**config.mk**
```make
export PLATFORM = sky130hd
export DESIGN_NAME = rsht_mul
export DESIGN_NICKNAME = d
export VERILOG_FILES = /design/src/rtl/ray_segment_hit_test_core_macros.svh /design/src/rtl/rsht_pkg.sv /design/src/rtl/rsht_mul.sv
export SDC_FILE = /design/constraint.sdc
export NUM_CORES = 2
export LEC_CHECK = 0
export ABC_AREA = 0
export BUFFER_PORTS_ARGS = -buffer_cell sky130_fd_sc_hd__buf_4
export CAP_MARGIN = 20
export CORE_ASPECT_RATIO = 1.5
export CORE_UTILIZATION = 30
export DETAILED_ROUTE_END_ITERATION = 8
export PLACE_DENSITY_LB_ADDON = 0.25
export SKIP_LAST_GASP = 1
export SLEW_MARGIN = 10
export SYNTH_ARGS = -nofsm -noshare
export SYNTH_HDL_FRONTEND = slang
export SYNTH_SLANG_ARGS = --single-unit
```
**constraint.sdc**
```tcl
create_clock -name clk -period 11.75 [get_ports clk]
set_clock_uncertainty 0.1 [all_clocks]
set_input_delay 0.5875 -clock clk [delete_from_list [all_inputs] [get_ports clk]]
set_output_delay 0.5875 -clock clk [all_outputs]
set_load 0.02 [all_outputs]
```
**src/rtl/ray_segment_hit_test_core_macros.svh**
```systemverilog
// Assertion macros shared by the ray and segment hit test RTL.
`ifndef RAY_SEGMENT_HIT_TEST_CORE_MACROS_SVH
`define RAY_SEGMENT_HIT_TEST_CORE_MACROS_SVH

// Same-cycle implication, disabled while reset is asserted.
`define RSHT_ASSERT_IMP(lbl, ck, rn, ante, cons, msg) \
	lbl: assert property (@(posedge ck) disable iff (!rn) (ante) |-> (cons)) \
		else $error(msg);

// Next-cycle implication, disabled while reset is asserted.
`define RSHT_ASSERT_NXT(lbl, ck, rn, ante, cons, msg) \
	lbl: assert property (@(posedge ck) disable iff (!rn) (ante) |=> (cons)) \
		else $error(msg);

`endif

```
**src/rtl/rsht_pkg.sv**
```systemverilog
// Shared constants and types of the ray and segment hit test.
`default_nettype none

package rsht_pkg;

	// Limb width of the split wide multiplier and its register depth.
	localparam int MUL_LIMB = 32;
	localparam int MUL_LAT  = 4;

	// Status that leaves the divider next to the quotient.
	typedef struct packed {
		logic ovf;
		logic neg;
	} div_flags_t;

endpackage

`default_nettype wire

```
**src/rtl/rsht_mul.sv**
```systemverilog
// Pipelined signed multiplier built from limb partial products.
`default_nettype none

module rsht_mul import rsht_pkg::*; #(
	parameter int AW = 32,
	parameter int BW = 32
) (
	input  logic                    clk,
	input  logic                    en,
	input  logic signed [AW-1:0]    a,
	input  logic signed [BW-1:0]    b,
	output logic signed [AW+BW-1:0] p
);

	localparam int NA  = (AW + MUL_LIMB - 1) / MUL_LIMB;
	localparam int NB  = (BW + MUL_LIMB - 1) / MUL_LIMB;
	localparam int AXW = NA * MUL_LIMB;
	localparam int BXW = NB * MUL_LIMB;
	localparam int RW  = (NB + 1) * MUL_LIMB;
	localparam int SW  = AXW + BXW;
	localparam int PW  = AW + BW;

	logic [AW-1:0]           abs_a;
	logic [BW-1:0]           abs_b;
	logic [AXW-1:0]          ma_s1;
	logic [BXW-1:0]          mb_s1;
	logic                    neg_s1, neg_s2, neg_s3;
	logic [2*MUL_LIMB-1:0]   pp_s2 [NA][NB];
	logic [RW-1:0]           row_sum [NA];
	logic [RW-1:0]           row_s3 [NA];
	logic [SW-1:0]           total;
	logic signed [PW-1:0]    p_s4;

	// Magnitudes; the most negative value maps to its exact unsigned magnitude.
	always_comb begin
		abs_a = a[AW-1] ? AW'(~a) + AW'(1) : AW'(a);
		abs_b = b[BW-1] ? BW'(~b) + BW'(1) : BW'(b);
	end

	always_comb begin
		for (int i = 0; i < NA; i++) begin
			row_sum[i] = '0;
			for (int j = 0; j < NB; j++) begin
				row_sum[i] = row_sum[i] + (RW'(pp_s2[i][j]) << (MUL_LIMB * j));
			end
		end
	end

	always_comb begin
		total = '0;
		for (int i = 0; i < NA; i++) begin
			total = total + (SW'(row_s3[i]) << (MUL_LIMB * i));
		end
	end

	always_ff @(posedge clk) begin
		if (en) begin
			ma_s1  <= AXW'(abs_a);
			mb_s1  <= BXW'(abs_b);
			neg_s1 <= a[AW-1] ^ b[BW-1];
			neg_s2 <= neg_s1;
			neg_s3 <= neg_s2;
			for (int i = 0; i < NA; i++) begin
				for (int j = 0; j < NB; j++) begin
					pp_s2[i][j] <= ma_s1[i*MUL_LIMB +: MUL_LIMB] * mb_s1[j*MUL_LIMB +: MUL_LIMB];
				end
			end
			for (int i = 0; i < NA; i++) begin
				row_s3[i] <= row_sum[i];
			end
			p_s4 <= neg_s3 ? -$signed(PW'(total)) : $signed(PW'(total));
		end
	end

	assign p = p_s4;

endmodule

`default_nettype wire

```
## Yosys cells after proc, flatten, opt, wreduce, memory -nomap -nowiden

Memories as Yosys holds them, arrays and structs flattened.
Index checks and enable logic that the tools add are counted.

- Add/sub/neg operators: 3
- Multiply operators: 1
- Divide/modulo/power cells: 0
- Order comparisons: 0
- Eq/ne operators: 0
- Shift operators: 0
- Multiplexer cells: 5
- Bitwise operators: 3
- Reductions and logical operators: 0

Operators with widths:

| cell | number |
|---|---|
| $add A32 B2 Y32 const B | 2 |
| $mul A32 B32 Y64 | 1 |
| $mux W64 | 1 |
| $neg A64 Y64 | 1 |
| $not A32 Y32 | 2 |
| $mux W31 | 2 |
| $mux W1 | 2 |
| $xor A1 B1 Y1 | 1 |

- Register bits: 131
- Latch bits: 0
- RAM bits: 128
- ROM bits: 0
- Input bits: 66
- Memories: 2

Memory list:

| memory | depth | bits a word | rd ports | clocked after memory_dff | write ports | RTL line | RTL |
|---|---|---|---|---|---|---|---|
| pp_s2 | 1 | 64 | 1 | 0 | 1 | rsht_mul.sv:28 | `logic [2*MUL_LIMB-1:0] pp_s2 [NA][NB];` |
| row_s3 | 1 | 64 | 1 | 0 | 1 | rsht_mul.sv:30 | `logic [RW-1:0] row_s3 [NA];` |

## Depth between registers and ports, before layout

- Word-level depth: 3
- Gate-level depth with buffers: 26
- Mapped depth without buffers: 24

## Worst setup path before layout

Ideal clock, no wire load.

- Path type: register -> register
- Start point: register mb_s1[2]
- End point: memory pp_s2[0][55] (netlist bit), data pin
- Data arrival time: 7297 ps
- Data required time: 11390 ps
- Setup slack: 4093 ps
- Cell stages (with the launch flop): 25
- Cells stage by stage: edfxtp_1 -> clkbuf_1 -> and2_1 -> fa_1 -> inv_1 -> fa_1 -> fa_1 -> fa_1 -> inv_1 -> fa_1 -> inv_1 -> fa_1 -> inv_1 -> fa_1 -> fa_1 -> ha_1 -> clkbuf_1 -> nand2_1 -> o211a_1 -> or3_1 -> a211oi_1 -> nor3_1 -> o41ai_1 -> a21oi_1 -> xnor2_1

- Longest elaborated chain between the ends: 1

Ends and longest elaborated chain:

| what | RTL line | RTL |
|---|---|---|
| start: declaration | rsht_mul.sv:26 | `logic [BXW-1:0] mb_s1;` |
| start signal: assignment | rsht_mul.sv:59 | `mb_s1 <= BXW'(abs_b);` |
| $mul A32 B32 Y64 | rsht_mul.sv:65 | `pp_s2[i][j] <= ma_s1[i*MUL_LIMB +: MUL_LIMB] * mb_s1[j*MUL_LIMB +: MUL_LIMB];` |
| end: declaration | rsht_mul.sv:28 |  |

No other way between the ends.

## Worst setup path after layout

- Start point: register ma_s1[24]
- End point: memory pp_s2[0][62] (netlist bit), data pin

- Longest elaborated chain between the ends: 1

Ends and longest elaborated chain:

| what | RTL line | RTL |
|---|---|---|
| start: declaration | rsht_mul.sv:25 | `logic [AXW-1:0] ma_s1;` |
| start signal: assignment | rsht_mul.sv:58 | `ma_s1 <= AXW'(abs_a);` |
| $mul A32 B32 Y64 | rsht_mul.sv:65 |  |

No other way between the ends.

==> summary.txt <==
Mapped Area: 43800 µm²
worst setup margin: 2290 ps
FF-to-FF End: pp_s2[0][62]$_DFFE_PP_
Placer Congestion: 0.889
leading area contributor after synthesis: fa_1
Critical R2R Launch: ma_s1[24]$_DFFE_PP_
FF+latch count, synth: 259
syn_area_per_cell: 10.0 µm²
row count: 171
Remaining DRCs: 0
CTS tree: built
register-to-register setup slack: 2290 ps
cell family with most CP delay: adder cells
DR WL/cell: 20.4 µm
DP HPWL: 100000 µm
Post-CTS Setup Repair Bufs: 0
Synth area leaders: fa_1 41%, edfxtp_1 18%, and2_1 8.9%
hold_buf cts: 0
drt pass-1 iters: 5
root buffer cell: clkbuf_16
final hold vios: 0
Startpoint Class: register
most frequent cells in the layout: 896 x fa_1, 874 x inv_1, 627 x and2_1
Setup Crit Path Kind: reg2reg
Yosys Warn Count: 0
min Tclk post-route: 9460 ps
port bufs: 129
final setup violating endpoints: 0
CP endpoint kind: register
Num Clock Sinks: 259
largest net degree at the start of global routing: 126
hold depth: 1
CP Cell Sequence: buf_4 > nand2_1 > fa_1 > fa_1 > fa_1 > fa_1 > inv_1 > fa_1 > fa_1 > fa_1 > inv_1 > fa_1 > inv_1 > ha_1 > nand4_1 > nor2_1 > inv_1 > o32ai_1 > o31ai_1 > buf_4 > o2111a_1 > o311ai_0 > xnor2_1
routed vias: 29558
initial antenna violation count: 7
FF-to-FF path depth: 23
GRT Overall Usage: 17.6%
die height: 470 µm
max cap viols: 0
vias in the first global route: 33282
die area: 148000 µm²
Clk pin slew, worst setup/hold paths: 90 ps
Rel. slew slack: 24.9%
first-iteration detailed-routing DRC count: 1409
top-area cell type share of the netlist area: 40.9%
Post-Syn Instances: 4366
crit path DAT: 9700 ps
GRT overflow: 0
Synth cell types: 63
hold slack final: 97.7 ps
commonest non-fill, non-tap cell in the layout: fa_1
Max stage delay on crit path: 960 ps
Synth Flop Type: edfxtp_1
slew at the pin closest to its max-slew limit: 1130 ps
number of synthesized flops with an enable pin: 259
Hold Startpoint: a[0]
buffers and inverters on the worst path: 6
post-CTS sizing: 0
CTS max path bufs: 3
final slew viol count: 0
chip width: 314 µm
DRT antenna net count: 0
CP Max Fanout: 17
Total Wirelength: 128000 µm
status: complete, no violations
FFs w/ async S/R, synth: 0%
ant diodes: 0
Worst Hold Path EP: ma_s1[0]$_DFFE_PP_
RSZ-0062 raised after global routing: no
Starting Density: 30.3%
H-tree levels: 1
Boundary Pins: 130
first-pass GRT wire length: 198000 µm
Setup WS pre-CTS: 2440 ps
CTS buffer count: 30
post-synthesis net count: 5594
Critical Path RT: 11990 ps
Post-Route Setup TNS: 0 ps
Slowest cell on crit path: edfxtp_1
worst skew pair latency: 630 ps
CP dominant cell by count: fa_1
Final nets: 5588
sequential area share after synthesis: 17.7%
FMAX: 106 MHz
number of vias per cell: 4.70
final cycle utilization of the critical path: 80.5%
share of layout cells above drive strength 1: 6.09%
Syn-to-layout area delta: 9.21%
Worst Hold Class: in2reg
core area: 145000 µm²
FILL cells: 14875
cells by family after synthesis:
kind of cell,Yosys count,share of synthesized area (%)
compound gates,318,4.72
xor+xnor,180,3.60
fa+ha+maj,1162,48.5
buf+inv,1115,9.55
flops,259,17.7
mux,2,0.0514
simple gates,1330,15.8
metrics by stage:
stage	area [µm²]	utilization, %	std cells
finish	47900	33.0	6285
global route	47900	33.0	6285
CTS	47800	33.0	6281
detailed placement	46800	32.3	6227
global placement	46800	32.3	6227
floorplan	43800	-	4366
Yosys cell counts (all sizes together), types with 16 or more instances:
cell and number:
fa 896, nand4 28, or4 21, o21ai 79
xnor2 144, inv 874, ha 266, nand3 16
and2 627, clkbuf 240, o41ai 22, nand2 505
a21o 29, nor2 60, o31ai 34, edfxtp 259
xor2 36, a21oi 77
metal layers:
metal / vias to the layer above / track usage (%) / part of all wire (%)
met5: - / 0 / 0.035
met4: 6 / 6.97 / 4.6
met3: 244 / 2.09 / 4.7
met2: 740 / 31.3 / 50
met1: 15341 / 21.5 / 41
li1: 13227 / - / -
final cells by class:
cell class	instances	area, µm²	share of cell area (%)
Clock inverter	20	213	0.444
Inverter	874	3280	6.85
Timing Repair Buffer	203	1560	3.26
Clock buffer	34	787	1.64
Tap cell	1903	2380	4.97
Sequential cell	259	7780	16.2
Multi-Input combinational cell	2992	31900	66.6
sequential cells by signal (all words and copies together), names as in the netlist:
signal	flops
p	64
neg_s2	1
pp_s2	64
ma_s1	32
neg_s3	1
mb_s1	32
row_s3	64
neg_s1	1
worst reg2reg max path, cell delays in order, from the launching register on:
cell and delay, ps:
edfxtp_1 960, buf_4 420, nand2_1 130, fa_1 540, fa_1 600, fa_1 490, fa_1 540, inv_1 50
fa_1 550, fa_1 430, fa_1 490, inv_1 70, fa_1 480, inv_1 70, ha_1 460, nand4_1 170
nor2_1 370, inv_1 80, o32ai_1 890, o31ai_1 220, buf_4 220, o2111a_1 300, o311ai_0 420, xnor2_1 110
worst max-delay path by stage:
stage	depth (start not counted)	slack (ps)	start	to
finish	23	2290	ma_s1[24]$_DFFE_PP_	pp_s2[0][62]$_DFFE_PP_
global route	23	2160	ma_s1[24]$_DFFE_PP_	pp_s2[0][62]$_DFFE_PP_
CTS	23	2390	ma_s1[24]$_DFFE_PP_	pp_s2[0][62]$_DFFE_PP_
detailed placement	23	2440	ma_s1[24]$_DFFE_PP_	pp_s2[0][62]$_DFFE_PP_
global placement	24	2490	ma_s1[26]$_DFFE_PP_	pp_s2[0][62]$_DFFE_PP_
floorplan	24	4090	mb_s1[2]$_DFFE_PP_	pp_s2[0][55]$_DFFE_PP_
Power is left out: the tool's default activity adds up to more than one toggle a clock period on the data nets, which glitch-free logic cannot reach.
